### config.mk
export PLATFORM = sky130hd
export DESIGN_NAME = mpws_cell
export DESIGN_NICKNAME = d
export VERILOG_FILES = /design/src/sv/mpws_pkg.sv /design/src/sv/mpws_cell.sv
export SDC_FILE = /design/constraint.sdc
export NUM_CORES = 1
export LEC_CHECK = 0
export ABC_AREA = 1
export BUFFER_PORTS_ARGS = -buffer_cell sky130_fd_sc_hd__buf_2
export CAP_MARGIN = 5
export CORE_AREA = 2 2 118 120
export CTS_CLUSTER_DIAMETER = 80
export DETAILED_ROUTE_END_ITERATION = 8
export DIE_AREA = 0 0 120 122
export PLACE_DENSITY_LB_ADDON = 0.08
export RECOVER_POWER = 25
export SLEW_MARGIN = 25
export SYNTH_ARGS = -nofsm -noshare
export SYNTH_HDL_FRONTEND = slang
export SYNTH_SLANG_ARGS = --single-unit
### constraint.sdc
create_clock -name clk_i -period 3.94 [get_ports clk_i]
set_input_delay 0.394 -clock clk_i [delete_from_list [all_inputs] [get_ports clk_i]]
set_output_delay 0.394 -clock clk_i [all_outputs]
set_load 0.02 [all_outputs]
### src/sv/mpws_pkg.sv
`timescale 1ns / 1ps

package mpws_pkg;

  // default sizes of the window store and of one sample
  localparam int MAX_WINDOW_DEF  = 64;
  localparam int SAMPLE_BITS_DEF = 16;

  // fixed field and register widths
  localparam int CFG_W       = 7;
  localparam int CFG_IDX_W   = 1;
  localparam int MIN_SUM_W   = 22;
  localparam int OUT_TDATA_W = ((MIN_SUM_W + 7) / 8) * 8;

  localparam logic [CFG_W-1:0] MIN_LEN_RST = CFG_W'(1);
  localparam logic [CFG_W-1:0] MAX_LEN_RST = CFG_W'(64);

  typedef enum logic [CFG_IDX_W-1:0] {
    REG_MIN_LEN = 1'b0,
    REG_MAX_LEN = 1'b1
  } cfg_reg_e;

  typedef enum logic [1:0] {
    ST_RUN,
    ST_DRAIN,
    ST_EMIT
  } mpws_state_e;

  // control broadcast from the sequencer to every cell
  typedef struct packed {
    logic upd;    // a sample was taken: advance the window sums
    logic clr;    // that sample closes the array: drop the fill marks
    logic shift;  // move the per-length minima one cell toward cell 0
  } cell_ctl_t;

endpackage

### src/sv/mpws_cell.sv
`timescale 1ns / 1ps

module mpws_cell #(
  parameter int IDX         = 0,
  parameter int SAMPLE_BITS = 16,
  parameter int SUM_W       = 23,
  parameter int LEN_W       = 7
) (
  input  logic                          clk_i,
  input  logic                          rst_ni,
  input  mpws_pkg::cell_ctl_t           ctl_i,
  input  logic signed [SAMPLE_BITS-1:0] sample_i,
  input  logic [mpws_pkg::CFG_W-1:0]    min_len_i,
  input  logic [mpws_pkg::CFG_W-1:0]    max_len_i,
  input  logic signed [SUM_W-1:0]       win_i,
  input  logic                          win_vld_i,
  input  logic signed [SUM_W-1:0]       best_i,
  input  logic                          best_vld_i,
  output logic signed [SUM_W-1:0]       win_o,
  output logic                          win_vld_o,
  output logic signed [SUM_W-1:0]       best_o,
  output logic                          best_vld_o
);
  import mpws_pkg::*;

  localparam int CMP_W = (LEN_W > CFG_W) ? LEN_W : CFG_W;
  localparam logic [CMP_W-1:0] LEN = CMP_W'(IDX + 1);

  logic signed [SUM_W-1:0] win_q, sum;
  logic                    vld_q;
  logic signed [SUM_W-1:0] best_q;
  logic                    best_vld_q;
  logic                    qual, better;

  // window of length IDX+1 ending at the new sample
  assign sum = win_i + {{(SUM_W-SAMPLE_BITS){sample_i[SAMPLE_BITS-1]}}, sample_i};

  assign qual = win_vld_i
             && (LEN >= CMP_W'(min_len_i))
             && (LEN <= CMP_W'(max_len_i))
             && !sum[SUM_W-1] && (sum != '0);
  assign better = qual && (!best_vld_q || (sum < best_q));

  always_ff @(posedge clk_i or negedge rst_ni) begin
    if (!rst_ni) begin
      vld_q      <= 1'b0;
      best_vld_q <= 1'b0;
    end else if (ctl_i.upd) begin
      vld_q <= win_vld_i && !ctl_i.clr;
      if (better) begin
        best_vld_q <= 1'b1;
      end
    end else if (ctl_i.shift) begin
      best_vld_q <= best_vld_i;
    end
  end

  always_ff @(posedge clk_i) begin
    if (ctl_i.upd) begin
      win_q <= sum;
      if (better) begin
        best_q <= sum;
      end
    end else if (ctl_i.shift) begin
      best_q <= best_i;
    end
  end

  assign win_o      = win_q;
  assign win_vld_o  = vld_q;
  assign best_o     = best_q;
  assign best_vld_o = best_vld_q;

endmodule

==> results of run 1 <==
==> path summary, 6_finish.rpt <==
kind,cells after the start,endpoint,start,slack [ns]
setup / recovery,25,best_o[15]$_DFFE_PP_,sample_i[0],0.45
hold reg to reg,2,win_vld_o$_DFFE_PN0P_,win_vld_o$_DFFE_PN0P_,0.50
min in group asynchronous,2,win_vld_o$_DFFE_PN0P_,rst_ni,0.45
max in group asynchronous,2,best_vld_o$_DFFE_PN0P_,rst_ni,3.35
setup reg to reg,13,best_o[15]$_DFFE_PP_,best_o[10]$_DFFE_PP_,1.70
hold / removal,2,win_vld_o$_DFFE_PN0P_,ctl_i[1],0.30
==> area by class of cell <==
cell class | instances | area (sq um)
well taps | 180 | 225
fillers | 1462 | 8380
flip-flops and latches | 48 | 1430
clock buffers | 6 | 129
inverters | 98 | 368
clock inverters | 2 | 11.3
multi-input cells | 395 | 2260
repair buffers | 136 | 697
==> worst reg2reg max path, delay by kind of cell (launching register included) <==
kind / cells / cell delay, ns
adders and majority gates: 1 / 0.31
AOI/OAI and AO/OA: 1 / 0.13
and+or+nand+nor: 9 / 0.91
buffers and inverters: 2 / 0.22
DFF: 1 / 0.38
==> metal layers <==
metal / routed length [microns] / share of wire
met1: 5270 / 0.48
met2: 5190 / 0.47
met5: 0 / 0
met4: 124 / 0.011
met3: 441 / 0.040
==> kinds of logic (layout without fill, tap and decap cells) <==
kind of cell	count (synthesis)	count (layout)	synth area share
AND/OR/NAND/NOR	282	282	0.315
buffers and inverters	103	242	0.0952
adder cells (fa/ha/maj)	45	45	0.140
flip-flops	48	48	0.352
AO/OA/AOI/OAI	64	64	0.0841
XOR/XNOR	4	4	0.0123
==> metrics by stage <==
stage / utilization / instance area, sq um / total power [mW] / std cells / hold slack [ns]
final: 0.379 / 5120 / 1.73 / 865 / 0.302
after global routing: 0.379 / 5120 / 1.87 / 865 / 0.310
after CTS: 0.380 / 5130 / 1.76 / 865 / 0.300
after detailed placement: 0.369 / 4980 / 1.35 / 856 / 0.183
after global placement: 0.369 / 4980 / 1.34 / 856 / 0.182
after floorplan: - / 4060 / 1.11 / 546 / 0.0984
==> timing repair <==
action	4_1_cts	5_1_grt
gates resized for setup	0	2
hold endpoints to repair	2	0
endpoints found under the setup margin	0	23
hold buffers	1	0
==> synthesized netlist by cell type (all sizes together), types with 3 or more instances <==
library cell    n  share of area
inv            98          0.091
nor2           49          0.052
nand4           8          0.012
nand3b          8          0.015
clkbuf          4         0.0037
nand3          34          0.050
o21ai          25          0.031
ha             44           0.14
a21oi          30          0.039
a31oi           7          0.011
nand2         173           0.17
nor4            3         0.0062
edfxtp         46           0.34
nor3            4         0.0049
==> where the power goes <==
group / internal [mW] / switching (mW)
clock: 0.233 / 0.174
sequential: 0.637 / 0.0231
combinational: 0.236 / 0.431
==> registers in the layout, summed over array words and instances, names as in the netlist <==
name / cells
best_vld_o: 1
win_o: 23
best_o: 23
win_vld_o: 1
==> qor.csv, run 1 <==
metric,value,unit
number of diodes,0,
via count,3790,
Maximum Capacitance Violations,0,
syn avg cell area,7.44,sq um
clock slew at the register clock pins of the worst setup and hold paths,0.06,ns
routing usage on met2,0.259,
first-pass GRT wire length,17700,microns
power density of the placed cells,339,nW/um^2
outcome,completed,
worst setup path category,input port to flop,
endpoint required time on the critical path,3.94,ns
wire length after detailed routing,11000,microns
met3 usage in global routing,0.0183,
signal arrival time at the worst endpoint,3.49,ns
GRT busiest layer,met2,
maximum cell stage delay along the critical path,0.39,ns
cell with the largest stage delay on the worst path,sky130_fd_sc_hd__fa_1,
total count of max-transition violations in the final report,0,
share of synthesized registers carrying an async set or reset,0.0417,
routed len/inst,12.7,microns
number of buffers inserted by post-CTS setup repair,0,
number of input and output port buffers inserted,129,
# setup viols final,0,
"top library cells by usage in the layout, fill and taps aside","156 x sky130_fd_sc_hd__nand2_1, 112 x sky130_fd_sc_hd__buf_2, 93 x sky130_fd_sc_hd__inv_1, 46 x sky130_fd_sc_hd__edfxtp_1, 43 x sky130_fd_sc_hd__ha_1",
Final Worst Setup Slack,0.448,ns
share of layout cells above drive strength 1,0.239,
first-pass iteration count of the detailed router,4,
biggest fanout along the worst timing path,12,
Post-synth EDFFs,46,
Initial Util,0.301,
kind of cell adding the most delay to the critical path,simple AND/OR/NAND/NOR gates,
x dimension of the die,120,microns
clock latency of the later-clocked register in the worst-skew pair,0.29,ns
Peak Freq,286,MHz
nature of the critical path endpoint,flop,
Yosys warning count,0,
buffer cell driving the clock tree root,sky130_fd_sc_hd__clkbuf_16,
combined global-route utilization of all metal layers,0.152,
RSZ-0062 raised after global routing,no,
Final Hold Viols,0,
fraction of met1 tracks used by global routing,0.205,
area added between synthesis and finish,26.1,%
classification of the worst-slack hold path,input port to flop,
P_leak,2.60,nW
setup clock skew after layout,0.00775,ns
weighted congestion reported at the end of routability-driven placement,0.854,
clk buf depth,2,
"commonest non-fill, non-tap cell in the layout",sky130_fd_sc_hd__nand2_1,
vias in the first global route,3653,
half-perimeter wire length of the detailed placement result,9500,microns
number of antenna violations at the first check in global routing,0,
post-route fraction of the period consumed by the critical path,0.886,
via density per instance,4.38,
clock tree from TritonCTS,built,
Mapped Area,4060,sq um
most instantiated flip-flop cell in the synthesis netlist,sky130_fd_sc_hd__edfxtp_1,
H-tree depth,2,
time the final worst path needs with I/O delays and setup,3.49,ns
Final ANT Viol Nets,0,
count of cell types in the netlist,32,
Slew HR,0.128,
sequential fraction of the synthesis area,0.352,
count of clock tree sinks,48,
number of nets at the end of the flow,812,
largest vdd supply drop,0.000180,V
Vert. Die Dim,122,microns
DRC viols,0,
buffers and inverters on the worst path,4,
area inside the core boundary,13500,sq um
maximum number of pins on one net before global-route repair,32,
I/O pin total,131,
1st-iter DRT viols,173,
DIE AREA,14600,sq um
Crit path top cell by count,sky130_fd_sc_hd__nand2_1,
global-route congestion overflow total,0,
pre-CTS worst setup slack,0.0449,ns
total negative slack,0,ns
synthesized net count,674,
Mapped Cells,546,
number of buffers created by CTS,5,
kind of start point of the critical path,input port,
number of placement rows,43,
Least-Margin Pin Slew,1.31,ns
number of synthesized register bits,48,
(Power assumes the default switching activity.)
==> inputs of run 2 (changes only) <==
--- a/config.mk
+++ b/config.mk
@@ -14,6 +14,7 @@
 export DIE_AREA = 0 0 120 122
 export PLACE_DENSITY_LB_ADDON = 0.08
 export RECOVER_POWER = 25
+export REMOVE_ABC_BUFFERS = 1
 export SLEW_MARGIN = 25
 export SYNTH_ARGS = -nofsm -noshare
 export SYNTH_HDL_FRONTEND = slang
==> run 2 against run 1 <==
Against the previous run:
- via count grew 2.1%
- design area grew 0.71%
- clock power is 34% higher
- non-clock buffer count rose by 1
- largest power group unchanged
- die area unchanged
- highest routed layer unchanged
- setup slack got worse by 0.096 ns
==> qor.csv, run 2 (synthesized netlist as in run 1, its figures left out) <==
metric,value,unit
first-pass iteration count of the detailed router,4,
combined global-route utilization of all metal layers,0.156,
number of nets at the end of the flow,813,
Placed Cells,857,
tightest hold margin,0.306,ns
share of layout cells above drive strength 1,0.239,
post-route fraction of the period consumed by the critical path,0.911,
total negative slack,0,ns
Final Core Density,0.382,
total power,1.87,mW
clock latency of the later-clocked register in the worst-skew pair,0.29,ns
"commonest non-fill, non-tap cell in the layout",sky130_fd_sc_hd__nand2_1,
worst setup path category,input port to flop,
number of diodes,0,
x dimension of the die,120,microns
RSZ-0062 raised after global routing,no,
wire length after detailed routing,11400,microns
power density of the placed cells,363,nW/um^2
H-tree depth,2,
half-perimeter wire length of the detailed placement result,9590,microns
Final ANT Viol Nets,0,
Final Hold Viols,0,
signal arrival time at the worst endpoint,3.59,ns
number of input and output port buffers inserted,129,
time the final worst path needs with I/O delays and setup,3.59,ns
final standard cell count with taps included and fillers excluded,865,
number of antenna violations at the first check in global routing,0,
pre-CTS worst setup slack,0.00102,ns
I/O pin total,131,
via density per instance,4.47,
buffer cell driving the clock tree root,sky130_fd_sc_hd__clkbuf_16,
clk buf depth,2,
"top library cells by usage in the layout, fill and taps aside","156 x sky130_fd_sc_hd__nand2_1, 110 x sky130_fd_sc_hd__buf_2, 93 x sky130_fd_sc_hd__inv_1, 46 x sky130_fd_sc_hd__edfxtp_1, 43 x sky130_fd_sc_hd__ha_1",
kind of start point of the critical path,input port,
Least-Margin Pin Slew,1.31,ns
via count,3869,
DP Area,4980,sq um
multi-input logic area,2260,sq um
setup clock skew after layout,0.00807,ns
Peak Freq,279,MHz
number of placement rows,43,
filler instances,1499,
# setup viols final,0,
largest vdd supply drop,0.000182,V
Slew HR,0.128,
biggest fanout along the worst timing path,7,
area inside the core boundary,13500,sq um
maximum number of pins on one net before global-route repair,28,
clock slew at the register clock pins of the worst setup and hold paths,0.06,ns
vias in the first global route,3748,
nature of the critical path endpoint,flop,
post-layout instance area,5160,sq um
Vert. Die Dim,122,microns
1st-iter DRT viols,147,
outcome,completed,
area used by sequential logic in the layout,1430,sq um
P_leak,2.62,nW
DIE AREA,14600,sq um
Maximum Capacitance Violations,0,
clock tree from TritonCTS,built,
count of clock tree sinks,48,
first-pass GRT wire length,18000,microns
endpoint required time on the critical path,3.94,ns
weighted congestion reported at the end of routability-driven placement,0.842,
area added between synthesis and finish,27.0,%
classification of the worst-slack hold path,input port to flop,
Initial Util,0.301,
DRC viols,0,
routed len/inst,13.2,microns
number of buffers created by CTS,5,
Final Worst Setup Slack,0.352,ns
global-route congestion overflow total,0,
total count of max-transition violations in the final report,0,
run 2: cell types whose count changed in the layout (fill, tap and decap cells not counted):
cell                         delta
sky130_fd_sc_hd__buf_4          +3
sky130_fd_sc_hd__clkinv_1       -1
sky130_fd_sc_hd__clkinvlp_4     -1
sky130_fd_sc_hd__buf_12         -1
sky130_fd_sc_hd__nor3b_2        -1
sky130_fd_sc_hd__bufinv_16      +2
sky130_fd_sc_hd__buf_2          -2
sky130_fd_sc_hd__nor3b_1        +1
run 2: repair_timing:
| action | in CTS | in global routing |
|---|---|---|
| hold buffers | 1 | 0 |
| setup buffers | 0 | 0 |
| resized for setup | 0 | 1 |
| endpoints found under the hold margin | 2 | 0 |
| setup endpoints to repair | 0 | 22 |
run 2: final cells by class:
cell class	count	area share
Clock inverter	2	0.0116
Multi-Input combinational cell	395	0.437
Tap cell	180	0.0437
Timing Repair Buffer	137	0.134
Inverter	98	0.0713
Sequential cell	48	0.277
Clock buffer	5	0.0243
run 2: critical path: stages:
cell	delay, ns
sky130_fd_sc_hd__buf_2	0.08
sky130_fd_sc_hd__ha_1	0.16
sky130_fd_sc_hd__inv_1	0.06
sky130_fd_sc_hd__fa_1	0.39
sky130_fd_sc_hd__inv_1	0.09
sky130_fd_sc_hd__nand2_1	0.05
sky130_fd_sc_hd__nand2_1	0.10
sky130_fd_sc_hd__nand3_1	0.10
sky130_fd_sc_hd__nand2_1	0.12
sky130_fd_sc_hd__nand3_1	0.10
sky130_fd_sc_hd__nand2_1	0.12
sky130_fd_sc_hd__a21oi_2	0.08
sky130_fd_sc_hd__xor2_2	0.19
sky130_fd_sc_hd__ha_4	0.31
sky130_fd_sc_hd__nand2_1	0.08
sky130_fd_sc_hd__nor3b_1	0.19
sky130_fd_sc_hd__nand2_1	0.07
sky130_fd_sc_hd__nor3_1	0.12
sky130_fd_sc_hd__o21ai_0	0.14
sky130_fd_sc_hd__nand3_1	0.11
sky130_fd_sc_hd__nand2_1	0.05
sky130_fd_sc_hd__nand3_1	0.07
sky130_fd_sc_hd__nand3_2	0.09
sky130_fd_sc_hd__nand2_2	0.13
sky130_fd_sc_hd__buf_4	0.19
run 2: metal layers:
| layer | share of wire | track usage | vias up | wire length [microns] |
|---|---|---|---|---|
| met5 | 0 | 0 | - | 0 |
| met4 | 0.017 | 0.0478 | 0 | 195 |
| met3 | 0.044 | 0.0187 | 11 | 496 |
| met2 | 0.46 | 0.266 | 90 | 5230 |
| met1 | 0.48 | 0.209 | 1718 | 5480 |
| li1 | - | - | 2050 | - |
run 2: path summary, 6_finish.rpt:
kind / from / endpoint / slack [ns] / cells past startpoint
max in group asynchronous: rst_ni / win_vld_o$_DFFE_PN0P_ / 3.40 / 2
max reg2reg: best_o[10]$_DFFE_PP_ / best_o[20]$_DFFE_PP_ / 1.68 / 13
min in group asynchronous: rst_ni / best_vld_o$_DFFE_PN0P_ / 0.42 / 2
max: sample_i[0] / best_o[20]$_DFFE_PP_ / 0.35 / 25
min: ctl_i[1] / win_vld_o$_DFFE_PN0P_ / 0.31 / 2
min reg2reg: win_vld_o$_DFFE_PN0P_ / win_vld_o$_DFFE_PN0P_ / 0.50 / 2
run 2: power by group:
group / switching (mW) / internal, mW / total [mW]
sequential: 0.0234 / 0.637 / 0.661
clock: 0.183 / 0.360 / 0.544
combinational: 0.433 / 0.236 / 0.669
==> inputs of run 3 (changes only) <==
==> constraint.sdc (replaced) <==
create_clock -name clk_i -period 3.94 [get_ports clk_i]
set_input_delay 0.394 -clock clk_i [delete_from_list [all_inputs] [get_ports clk_i]]
set_output_delay 0.394 -clock clk_i [all_outputs]
set_load 0.1 [all_outputs]
==> run 3 against run 2 <==
Against the previous run:
- critical path depth stayed put
- critical endpoint unchanged
- largest power group unchanged
- highest routed layer unchanged
- first-iteration DRC count down 2.7%
- via count fell by 0.44%
- register-to-register slack about the same
- routed wire length down 0.21%
- clock skew hardly changed
==> qor.csv, run 3 (synthesized netlist as in run 1, its figures left out) <==
metric,value,unit
outcome,completed,
routed len/inst,13.1,microns
number of nets at the end of the flow,813,
Peak Freq,278,MHz
post-route fraction of the period consumed by the critical path,0.912,
P_leak,2.64,nW
global-route congestion overflow total,0,
switching share of total power,0.442,
power density of the placed cells,429,nW/um^2
Slew HR,0.128,
number of diodes,0,
Final Hold Viols,0,
nature of the critical path endpoint,flop,
clk buf depth,2,
clock latency of the later-clocked register in the worst-skew pair,0.29,ns
first-pass GRT wire length,18000,microns
via density per instance,4.45,
combinational share of power,0.457,
DRC viols,0,
number of antenna violations at the first check in global routing,0,
combined global-route utilization of all metal layers,0.156,
RSZ-0062 raised after global routing,no,
area added between synthesis and finish,27.1,%
cell with the largest stage delay on the worst path,sky130_fd_sc_hd__fa_1,
"commonest non-fill, non-tap cell in the layout",sky130_fd_sc_hd__nand2_1,
start point of the critical path,sample_i[0],
Final Worst Setup Slack,0.347,ns
clock tree from TritonCTS,built,
maximum number of pins on one net before global-route repair,28,
I/O pin total,131,
x dimension of the die,120,microns
setup clock skew after layout,0.00802,ns
share of power burned in registers,0.298,
total negative slack,0,ns
half-perimeter wire length of the detailed placement result,9590,microns
number of buffers inserted by post-CTS setup repair,0,
R2R Path Start,best_o[10]$_DFFE_PP_,
wire length after detailed routing,11400,microns
source of the worst hold timing path,ctl_i[1],
number of placement rows,43,
vias in the first global route,3748,
largest vdd supply drop,0.000198,V
worst setup path category,input port to flop,
signal arrival time at the worst endpoint,3.59,ns
switching power,0.980,mW
DIE AREA,14600,sq um
buffer cell driving the clock tree root,sky130_fd_sc_hd__clkbuf_16,
"top library cells by usage in the layout, fill and taps aside","156 x sky130_fd_sc_hd__nand2_1, 120 x sky130_fd_sc_hd__buf_2, 93 x sky130_fd_sc_hd__inv_1, 46 x sky130_fd_sc_hd__edfxtp_1, 43 x sky130_fd_sc_hd__ha_1",
H-tree depth,2,
total count of max-transition violations in the final report,0,
fraction of power consumed by the clock network,0.245,
Crit path top cell by count,sky130_fd_sc_hd__nand2_1,
maximum cell stage delay along the critical path,0.39,ns
clock slew at the register clock pins of the worst setup and hold paths,0.06,ns
biggest fanout along the worst timing path,7,
Maximum Capacitance Violations,0,
internal power contribution,1.23,mW
area inside the core boundary,13500,sq um
via count,3852,
filler instances,1497,
pre-CTS worst setup slack,0.00102,ns
# setup viols final,0,
Final ANT Viol Nets,0,
kind of start point of the critical path,input port,
time the final worst path needs with I/O delays and setup,3.59,ns
Vert. Die Dim,122,microns
weighted congestion reported at the end of routability-driven placement,0.842,
number of buffers created by CTS,5,
count of clock tree sinks,48,
share of layout cells above drive strength 1,0.251,
endpoint required time on the critical path,3.94,ns
"reg-to-reg slack, setup",1.67,ns
classification of the worst-slack hold path,input port to flop,
number of input and output port buffers inserted,129,
Initial Util,0.301,
1st-iter DRT viols,143,
Least-Margin Pin Slew,1.31,ns
first-pass iteration count of the detailed router,4,
[run 3: layout make-up]
type | count | area (sq um) | share of cell area
inverter | 98 | 368 | 0.0712
sequential | 48 | 1430 | 0.277
multi-input combinational | 395 | 2260 | 0.437
timing repair buffer | 137 | 698 | 0.135
clock inverter | 2 | 60.1 | 0.0116
clock buffer | 5 | 125 | 0.0242
tap | 180 | 225 | 0.0436
[run 3: per-layer routing]
| metal | up-vias | share of wire | global-route usage |
|---|---|---|---|
| li1 | 2050 | - | - |
| met1 | 1703 | 0.48 | 0.209 |
| met2 | 88 | 0.46 | 0.266 |
| met3 | 11 | 0.042 | 0.0187 |
| met4 | 0 | 0.017 | 0.0478 |
| met5 | - | 0 | 0 |
[run 3: path summary, 6_finish.rpt]
check / endpoint / depth (start not counted)
worst max-delay path: best_o[20]$_DFFE_PP_ / 25
worst min-delay path: win_vld_o$_DFFE_PN0P_ / 2
worst max register to register: best_o[20]$_DFFE_PP_ / 13
max in group asynchronous: win_vld_o$_DFFE_PN0P_ / 2
min in group asynchronous: best_vld_o$_DFFE_PN0P_ / 2
worst min register to register: win_vld_o$_DFFE_PN0P_ / 2
[run 3: power by group through the flow]
| stage | Clock (mW) | Combinational (mW) | Sequential [mW] |
|---|---|---|---|
| global placement | 0 | 1.01 | 0.670 |
| CTS | 0.557 | 1.02 | 0.660 |
| finish | 0.543 | 1.01 | 0.660 |
| detailed placement | 0 | 1.02 | 0.671 |
| global route | 0.569 | 1.11 | 0.666 |
| floorplan | 0 | 0.369 | 1.08 |
[run 3: critical path: cells and delay by family]
kind | cells | cell delay (ns)
xor+xnor | 1 | 0.19
fa+ha+maj | 3 | 0.86
buf+inv | 4 | 0.42
simple gates | 15 | 1.52
compound gates | 2 | 0.21
[run 3: repair_timing]
action / 4_1_cts / 5_1_grt
hold buffers: 1 / 0
setup endpoints to repair: 0 / 22
endpoints found under the hold margin: 2 / 0
resized for setup: 0 / 1
[run 3: stage by stage]
stage / instances / hold WS, ns / instance area, sq um / power (mW) / utilization
after floorplan: 541 / 0.0984 / 4040 / 1.45 / -
after global placement: 857 / 0.181 / 4980 / 1.68 / 0.369
after detailed placement: 857 / 0.180 / 4980 / 1.69 / 0.369
after CTS: 865 / 0.303 / 5170 / 2.24 / 0.383
after global routing: 865 / 0.332 / 5160 / 2.35 / 0.382
final: 865 / 0.306 / 5160 / 2.21 / 0.382
